File: src/design/vtx_pkg.sv
// Package: payload types, register indexes and shared constants of the vertex transform
`timescale 1ns / 1ps
package vtx_pkg;

  localparam int XY_EXTRA_BITS = 8;
  localparam int DEF_FRACTION_SHIFT = 12;
  localparam int DEF_MAX_VERTICES = 1024;
  localparam int QUOT_BITS = 32;

  typedef enum logic [2:0] {
    REG_ROW_X = 3'd0,
    REG_ROW_Y = 3'd1,
    REG_ROW_Z = 3'd2,
    REG_CENTER_X = 3'd3,
    REG_CENTER_Y = 3'd4
  } reg_idx_t;

  typedef struct packed {
    logic [9:0] vertex_index;
    logic signed [15:0] x_coord;
    logic signed [15:0] y_coord;
    logic signed [15:0] z_coord;
  } in_beat_t;

  typedef struct packed {
    logic [9:0] vertex_index_out;
    logic signed [15:0] screen_x;
    logic signed [15:0] screen_y;
    logic signed [15:0] depth;
    logic divide_fault;
  } out_beat_t;

  // partial quotient state handed from one divider cell to the next
  typedef struct packed {
    logic valid;
    logic [9:0] idx;
    logic signed [15:0] depth;
    logic signed [15:0] den;
    logic [9:0] cx;
    logic [9:0] cy;
    logic nx_neg;
    logic ny_neg;
    logic [31:0] rx;
    logic [31:0] ry;
    logic [31:0] qx;
    logic [31:0] qy;
  } div_cell_t;

endpackage

File: src/design/vtx_row_mac.sv
// Row cell: pairwise-product sum of one matrix row over one registered stage
`timescale 1ns / 1ps
module vtx_row_mac
  import vtx_pkg::*;
#(
  parameter int FRACTION_SHIFT = DEF_FRACTION_SHIFT
) (
  input  logic clk,
  input  logic adv,
  input  logic [63:0] coeffs,
  input  logic signed [15:0] x,
  input  logic signed [15:0] y,
  input  logic signed [15:0] z,
  output logic signed [31:0] row_sum,
  output logic signed [15:0] corr
);

  logic signed [15:0] m0, m1, m2, t0, t1;
  logic signed [31:0] p01_r, p2_r, pxy_r, pm_r;

  always_comb begin
    m0 = coeffs[15:0];
    m1 = coeffs[31:16];
    m2 = coeffs[47:32];
    t0 = m0 + y;
    t1 = m1 + x;
  end

  always_ff @(posedge clk) begin
    if (adv) begin
      p01_r <= t0 * t1;
      p2_r <= m2 * z;
      pxy_r <= x * y;
      pm_r <= m0 * m1;
    end
  end

  assign row_sum = p01_r + p2_r - pxy_r;
  assign corr = 16'(pm_r >>> FRACTION_SHIFT);

endmodule

File: config.mk
export PLATFORM = sky130hd
export DESIGN_NAME = vtx_row_mac
export DESIGN_NICKNAME = d
export VERILOG_FILES = /design/src/design/vtx_pkg.sv /design/src/design/vtx_row_mac.sv
export SDC_FILE = /design/constraint.sdc
export NUM_CORES = 2
export LEC_CHECK = 0
export BUFFER_PORTS_ARGS = -buffer_cell sky130_fd_sc_hd__buf_2
export CAP_MARGIN = 5
export CORE_MARGIN = 3
export CORE_UTILIZATION = 55
export DETAILED_ROUTE_END_ITERATION = 6
export MAX_ROUTING_LAYER = met4
export PLACE_DENSITY = 0.78
export SLEW_MARGIN = 40
export SYNTH_ARGS = -nofsm -noshare
export SYNTH_HDL_FRONTEND = slang
export SYNTH_SLANG_ARGS = --single-unit
File: constraint.sdc
create_clock -name clk -period 12.7 [get_ports clk]
set_input_delay 1.905 -clock clk [delete_from_list [all_inputs] [get_ports clk]]
set_output_delay 1.905 -clock clk [all_outputs]
set_load 0.005 [all_outputs]
==> impl_metrics.ini <==
[yosys]
syn_inst = 4803
syn_nets = 6346
synth_top_area_frac = 0.467
yosys.area.top_type = fa_1
yosys.area_share.simple = 0.138
synthAdderAreaFrac = 0.574
ys_ff_latch = 112
synth_top_family_by_area = adder cells
synth-main-ff-cell = edfxtp_1
synth_compound_area_frac = 0.0574
syn_area_mm2 = 0.0449
yosysMostFrequentCell = inv_1
ys_top_cells_by_count = 1229 x inv_1, 1047 x fa_1, 610 x nand2_1
synthXorXnorAreaFrac = 0.0402
synth_edf_count = 112
ys_warn_count = 0
synth_area_leaders = fa_1 47%, ha_1 11%, inv_1 10%
avgSynthCellArea_um2 = 9.34
synth.area.mux_share = 0.000921
synth-seq-area-share = 0.0750
synth_cell_types = 77
async_reset_ff_frac = 0

[critical_path]
critPathKind = primary input to flop
worstPathRequired_ns = 12.89
cpMaxStageDelayCell = a2111oi_1
crit_arrival_ns = 11.03
crit_fanout = 17
max_stage_delay_ns = 0.65
end_kind = flop
cp-start-kind = primary input
cp_common_cell = fa_1

[status]
status = finished, final reports clean

[hold_path]
holdCritStartpoint = adv
min_delay_path_depth = 1
hold_path.class = primary input to flop
hold_end = pm_r[16]

[grt]
antenna_found_initial = 1
grt.total_usage = 0.265
grt_pass1_vias = 34800
grt_max_degree = 58
grt_overflow = 0
grt_pass1_wl_um = 175000

[clock_tree]
path_clk_slew_ns = 0.10
cts.repair.resized = 0
clock_sinks = 112
h-tree-depth = 3
cts_inserted_buffers = 9
cts_buffer_depth = 2
postCtsSetupBuffers = 0
hold_buffers = 0
cts_tree = done
cts_root_buf = clkbuf_16

[floorplan]
die_w_um = 292
rows = 104
die-area_mm2 = 0.0850
io_pins = 162
start_util = 0.556
coreArea_mm2 = 0.0807
die_h_um = 292

[placement]
port_buffers = 145
gp_congestion = 0.958
dp_hpwl_um = 84500

[final_layout]
nets = 6390
syn_to_final_growth_pct = 4.82
fillers = 6849
layout-drive-gt1-share = 0.0445

[routing]
viasPerCell = 5.43
drtIter0Drc = 2132
ant_nets = 0
dr.pass1.iters = 6
wire_per_inst_um = 17.6
routed-via-count = 32100
drc = 0
totalWireLength_um = 104000

[sta]
hold_viol_final = 0
maxSlewViolCount = 0
fmax_mhz = 92.2
finalSetupTns_ns = 0
setup_viol = 0
worst_pin_slew_ns = 0.782
relSlewSlack = 0.477
fin_crit_sh = 0.854
period_needed_ns = 10.84
rsz0062_at_grt = false

[flow_run]
maxCapViolations = 0
==> routing by layer <==
metal | part of all wire | vias up | wire length [um] | global-route usage
li1 | - | 14300 | - | -
met2 | 0.49 | 1271 | 50800 | 0.433
met4 | 0.030 | 0 | 3130 | 0.0744
met3 | 0.082 | 224 | 8560 | 0.0427
met1 | 0.40 | 16300 | 41400 | 0.346
met5 | 0 | - | 0 | -
==> area by class of cell <==
cell class | instances | area, um^2 | area share
Multi-Input combinational cell | 3325 | 36500 | 0.776
Inverter | 1230 | 4620 | 0.0982
Sequential cell | 112 | 3360 | 0.0715
Antenna cell | 2 | 5.00 | 0.000106
Timing Repair Buffer | 169 | 921 | 0.0196
Clock buffer | 9 | 225 | 0.00479
Clock inverter | 7 | 96.3 | 0.00205
Tap cell | 1060 | 1330 | 0.0282
==> how the worst max path moves through the flow <==
| stage | start | endpoint | slack, ns | depth (start not counted) |
|---|---|---|---|---|
| final | y[0] | p01_r[31] | 1.86 | 35 |
| after global routing | y[0] | p01_r[31] | 1.37 | 35 |
| after CTS | y[0] | p01_r[31] | 1.86 | 35 |
| after detailed placement | y[0] | p01_r[31] | 1.47 | 35 |
| after global placement | y[0] | p01_r[31] | 1.71 | 35 |
| after floorplan | coeffs[16] | p01_r[31] | 3.21 | 31 |
==> critical path, delay by kind of cell <==
family,cells,cell delay (ns)
compound gates,10,2.30
xor+xnor,2,0.78
fa+ha+maj,9,4.11
buf+inv,8,0.97
simple gates,6,0.94
==> per-stage QoR <==
step | cells | hold WS, ns | setup WS [ns] | utilization | cell area [um^2]
floorplan | 4803 | 2.02 | 3.21 | - | 44900
global placement | 5895 | 2.30 | 1.71 | 0.577 | 46600
detailed placement | 5895 | 2.30 | 1.47 | 0.578 | 46600
CTS | 5911 | 2.05 | 1.86 | 0.582 | 47000
global route | 5913 | 1.89 | 1.37 | 0.583 | 47000
finish | 5914 | 1.89 | 1.86 | 0.583 | 47000
==> registers in the layout (all words and copies together), names as in the netlist <==
name	cells
p01_r	32
p2_r	32
pm_r	16
pxy_r	32
==> cells in the final DEF (no fill, tap or decap), types with 10 or more instances in the layout <==
master	n
xor2_1	47
ha_1	380
edfxtp_1	112
fa_1	1047
and2_1	344
o21bai_1	21
nand2_1	610
nand4_1	10
a211oi_1	15
buf_4	24
o21ai_0	66
inv_1	1229
xnor2_1	146
nor3_1	29
nand3_1	21
a21oi_1	118
nor2b_1	38
o21a_1	29
a21o_1	52
nand2b_1	61
buf_2	144
nor2_1	138
==> logic make-up after synthesis <==
| logic type | count (synthesis) |
|---|---|
| xor gates and xnor gates | 204 |
| buffers and inverters | 1366 |
| muxes | 4 |
| and+or+nand+nor | 1296 |
| adders and majority gates | 1429 |
| AOI/OAI and AO/OA | 392 |
| DFF | 112 |
Power is not shown: default switching activity piles up to over one toggle a cycle in this logic, so the estimate is an artifact.
