## src/design/vtx_pkg.sv

```systemverilog
// Package: payload types, register indexes and shared constants of the vertex transform
`timescale 1ns / 1ps
package vtx_pkg;

  localparam int XY_EXTRA_BITS = 8;
  localparam int DEF_FRACTION_SHIFT = 12;
  localparam int DEF_MAX_VERTICES = 1024;
  localparam int QUOT_BITS = 32;

  typedef enum logic [2:0] {
    REG_ROW_X = 3'd0,
    REG_ROW_Y = 3'd1,
    REG_ROW_Z = 3'd2,
    REG_CENTER_X = 3'd3,
    REG_CENTER_Y = 3'd4
  } reg_idx_t;

  typedef struct packed {
    logic [9:0] vertex_index;
    logic signed [15:0] x_coord;
    logic signed [15:0] y_coord;
    logic signed [15:0] z_coord;
  } in_beat_t;

  typedef struct packed {
    logic [9:0] vertex_index_out;
    logic signed [15:0] screen_x;
    logic signed [15:0] screen_y;
    logic signed [15:0] depth;
    logic divide_fault;
  } out_beat_t;

  // partial quotient state handed from one divider cell to the next
  typedef struct packed {
    logic valid;
    logic [9:0] idx;
    logic signed [15:0] depth;
    logic signed [15:0] den;
    logic [9:0] cx;
    logic [9:0] cy;
    logic nx_neg;
    logic ny_neg;
    logic [31:0] rx;
    logic [31:0] ry;
    logic [31:0] qx;
    logic [31:0] qy;
  } div_cell_t;

endpackage

```

## src/design/vtx_div_cell.sv

```systemverilog
// Divider cell: one restoring step of both unsigned quotients
`timescale 1ns / 1ps
module vtx_div_cell
  import vtx_pkg::*;
#(
  parameter int BIT_POS = 31
) (
  input  logic      clk,
  input  logic      rst_n,
  input  logic      adv,
  input  div_cell_t cell_in,
  output div_cell_t cell_out
);

  div_cell_t cell_r, cell_nxt;
  logic [15:0] dmag;
  logic [47:0] dsh;

  always_comb begin
    dmag = cell_in.den[15] ? 16'(-cell_in.den) : cell_in.den;
    dsh = {32'd0, dmag} << BIT_POS;
    cell_nxt = cell_in;
    if ({16'd0, cell_in.rx} >= dsh) begin
      cell_nxt.rx = 32'({16'd0, cell_in.rx} - dsh);
      cell_nxt.qx[BIT_POS] = 1'b1;
    end
    if ({16'd0, cell_in.ry} >= dsh) begin
      cell_nxt.ry = 32'({16'd0, cell_in.ry} - dsh);
      cell_nxt.qy[BIT_POS] = 1'b1;
    end
  end

  always_ff @(posedge clk) begin
    if (!rst_n) begin
      cell_r.valid <= 1'b0;
    end else if (adv) begin
      cell_r <= cell_nxt;
    end
  end

  assign cell_out = cell_r;

endmodule

```

## config.mk

```make
export PLATFORM = sky130hd
export DESIGN_NAME = vtx_div_cell
export DESIGN_NICKNAME = d
export VERILOG_FILES = /design/src/design/vtx_pkg.sv /design/src/design/vtx_div_cell.sv
export SDC_FILE = /design/constraint.sdc
export NUM_CORES = 1
export LEC_CHECK = 0
export ABC_AREA = 0
export BUFFER_PORTS_ARGS = -buffer_cell sky130_fd_sc_hd__buf_2
export CELL_PAD_IN_SITES_DETAIL_PLACEMENT = 1
export CELL_PAD_IN_SITES_GLOBAL_PLACEMENT = 1
export CORE_AREA = 5 5 152 154
export DETAILED_ROUTE_END_ITERATION = 8
export DIE_AREA = 0 0 157 159
export GPL_TIMING_DRIVEN = 0
export MAX_ROUTING_LAYER = met4
export PLACE_DENSITY = 0.85
export SYNTH_ARGS = -nofsm -noshare
export SYNTH_HDL_FRONTEND = slang
export SYNTH_SLANG_ARGS = --single-unit
```

## constraint.sdc

```tcl
create_clock -name clk -period 5.5 [get_ports clk]
set_input_delay 0.275 -clock clk [delete_from_list [all_inputs] [get_ports clk]]
set_output_delay 0.275 -clock clk [all_outputs]
set_load 0.02 [all_outputs]
```

==> results.md <==
- Status: finished, final reports clean
- Worst Hold End: cell_out[43]$_DFFE_PP_
- Final Max Tran Viols: 0
- Pin count of the biggest net entering global routing: 77
- H-tree levels: 4
- P per Cell Area: 336 mW/mm²
- Vias in the first global route: 5415
- WP data arrival: 2.31 ns
- R2R depth: 2
- HPWL after detailed placement: 18500 µm
- Cell family with most CP delay: simple AND/OR/NAND/NOR gates
- HP Class: input port to flip-flop
- Layout cells sized above 1: 53.3%
- Sequential element share of the synthesized area: 88.7%
- Synth top area share: 88.4%
- Setup violators final: 0
- Final Net Count: 998
- Crit path launch type: input port
- Hold Startpoint: cell_in[43]
- Max VDD drop: 0.159 mV
- WL/cell: 24.5 µm
- Global-route wire length before repair: 35300 µm
- Mapped Cells: 303
- Tightest Pin Transition: 0.698 ns
- Yosys warns: 0
- TNS Setup: 0 ns
- Top_reg_cell synth: edfxtp_1
- Min Tclk post-route: 2.14 ns
- Final period utilization: 39.0%
- Worst R2R Start: cell_out[192]$_SDFFE_PN0P_
- Unique masters post-synth: 37
- Clk_lat worst skew: 0.44 ns
- Filler instances: 2220
- Die ar.: 0.0250 mm²
- Critical-path cell list: buf_2, inv_1, ha_1, buf_2, o311ai_0, nand4_1, nor4_2, mux2i_1
- Pleak: 4.25 nW
- Core ar.: 0.0216 mm²
- Post-synth EDFFs: 192
- GRT Overall Usage: 19.9%
- Cell mode on critical path: buf_2
- Grt total ovfl: 0
- Top cells by area, synth: edfxtp_1 (88%), nor4_1 (1.5%), nand4_1 (0.96%), mux2i_1 (0.77%), nor4_4 (0.65%)
- Largest register FFs: 193
- Top cell type by total area after synthesis: edfxtp_1
- RePlAce Congestion: 0.846
- CTS Root Cell: clkbuf_16
- Clock Skew: 0 ns
- CP Class: input port to flip-flop
- Worst EP required: 5.67 ns
- FF-to-FF setup slack: 4.82 ns
- Top Ports: 389
- Starting density of the core: 30.3%
- Post_cts resized: 0
- Port buffer count: 388
- Count of final hold-check violations: 0
- Fraction of registers with async set/reset: 0%
- Post-Syn Area per Cell: 21.5 µm²
- Overall Power: 3.49 mW
- Die Y: 159 µm
- Worst hold stages: 1
- Post-placement cell count: 973
- Drt first-iter violations: 333
- Critical-path top delay cell: o311ai_0
- Critical path peak fanout: 10
- # DRC: 0
- Via/cell ratio: 4.65
- TritonRoute pass-1 iters: 6
- Die Wd: 157 µm
- CTS clk-pin slew, worst paths: 0.08 ns
- Post-route ant nets: 0
- WL final: 26900 µm
- Fmax achieved: 467 MHz
- Max_slew headroom: 53.5%
- Syn Std Cell Area: 0.00652 mm²
- Number of cell rows: 54
- RSZ-0062 raised after global routing: no
- P&R area growth vs syn: 59.1%
- Num CTS Buffers: 17
- Syn Nets: 502
- Crit path buf inv count: 3
- CTS Sinks: 193
- # Max-Cap Violations: 0
- CTS max path bufs: 2
- CTS tree: done
- Yosys reg bits: 193
- Antenna violations before repair: 6
- CP endpoint kind: flip-flop
- Reg2Reg Capture Point: cell_out[192]$_SDFFE_PN0P_
- Cell Count, Final, Fillers Out: 1098
- Max incr delay on CP: 0.56 ns
- Via count: 5111
==> area by class of cell <==
| type | count | area [µm²] | area share (%) |
|---|---|---|---|
| sequential | 193 | 5790 | 55.8 |
| antenna | 6 | 15.0 | 0.145 |
| multi-input combinational | 98 | 683 | 6.59 |
| buffer | 4 | 25.0 | 0.241 |
| clock inverter | 15 | 190 | 1.83 |
| timing repair buffer | 477 | 2870 | 27.6 |
| tap | 280 | 350 | 3.38 |
| clock buffer | 17 | 425 | 4.10 |
| inverter | 8 | 30.0 | 0.290 |
==> metrics by stage <==
stage | instance area [µm²] | utilization [%] | worst slack, ns | hold slack [ns]
2_1_floorplan | 6520 | - | 0.291 | 0.374
3_3_place_gp | 8810 | 40.9 | -1.45 | 0.452
3_5_place_dp | 8870 | 41.2 | 2.92 | 0.453
4_1_cts | 10000 | 46.6 | 3.39 | 0.000349
5_1_grt | 10400 | 48.1 | 3.32 | -0.00748
6_report | 10400 | 48.1 | 3.36 | 0.0235
==> report_power, final <==
group	switching [mW]	internal, mW
Sequential	0.0290	1.73
Clock	0.655	0.621
Combinational	0.286	0.169
Total	0.970	2.52
==> per-layer routing <==
| layer | track usage [%] | routed length [µm] |
|---|---|---|
| met5 | - | 0 |
| met4 | 6.86 | 934 |
| met1 | 19.5 | 9030 |
| met2 | 35.2 | 14500 |
| met3 | 8.18 | 2480 |
==> cell families after synthesis <==
| family | share of synthesized area (%) |
|---|---|
| flip-flops | 88.7 |
| AND/OR/NAND/NOR | 6.14 |
| AO/OA/AOI/OAI | 2.95 |
| buffers and inverters | 0.844 |
| multiplexers | 0.767 |
| adder cells (fa/ha/maj) | 0.576 |
==> cell usage in the layout, fill, tap and decap left out, types with 3 or more instances in the layout <==
cell	netlist	final
nor2_1	8	8
nand2_1	8	8
o311ai_0	3	3
nor4_1	16	16
buf_2	2	390
nand4_1	10	10
a31oi_1	4	4
nor2b_1	3	3
nor3_1	6	6
inv_1	8	8
clkbuf_16	0	17
clkinv_8	0	7
dlygate4sd3_1	0	87
ha_1	3	3
inv_6	0	3
o21ai_0	3	3
edfxtp_1	192	192
o2111ai_1	3	3
diode_2	0	6
mux2i_1	5	5
==> synth_stat cells, types with 2 or more instances <==
master,count
nor4_2,2
or2_1,2
nor4_1,16
o2111ai_1,3
nor2b_1,3
a211oi_1,2
nor4b_1,2
edfxtp_1,192
ha_1,3
o311ai_0,3
nand3_1,2
mux2i_1,5
nand4_1,10
inv_1,8
nor2_1,8
o21ai_0,3
buf_2,2
nor4_4,2
a31oi_1,4
a21oi_1,2
nor3_1,6
nand2_1,8
==> what timing repair did <==
action                                  4_1_cts  5_1_grt
setup buffers                                 0        0
hold buffers                                 55       32
endpoints found under the hold margin        55       32
endpoints found under the setup margin        0        0
==> worst max path at each step <==
stage | start | endpoint | slack, ns | cells past startpoint
after CTS | cell_in[150] | cell_out[95]$_DFFE_PP_ | 3.39 | 8
after global routing | cell_in[150] | cell_out[95]$_DFFE_PP_ | 3.32 | 8
after detailed placement | cell_in[150] | cell_out[95]$_DFFE_PP_ | 2.92 | 8
after global placement | adv | cell_out[118]$_DFFE_PP_ | -1.45 | 2
after floorplan | adv | cell_out[0]$_DFFE_PP_ | 0.29 | 1
final | cell_in[150] | cell_out[95]$_DFFE_PP_ | 3.36 | 8
No activity file was read; power rests on OpenSTA's default activity.
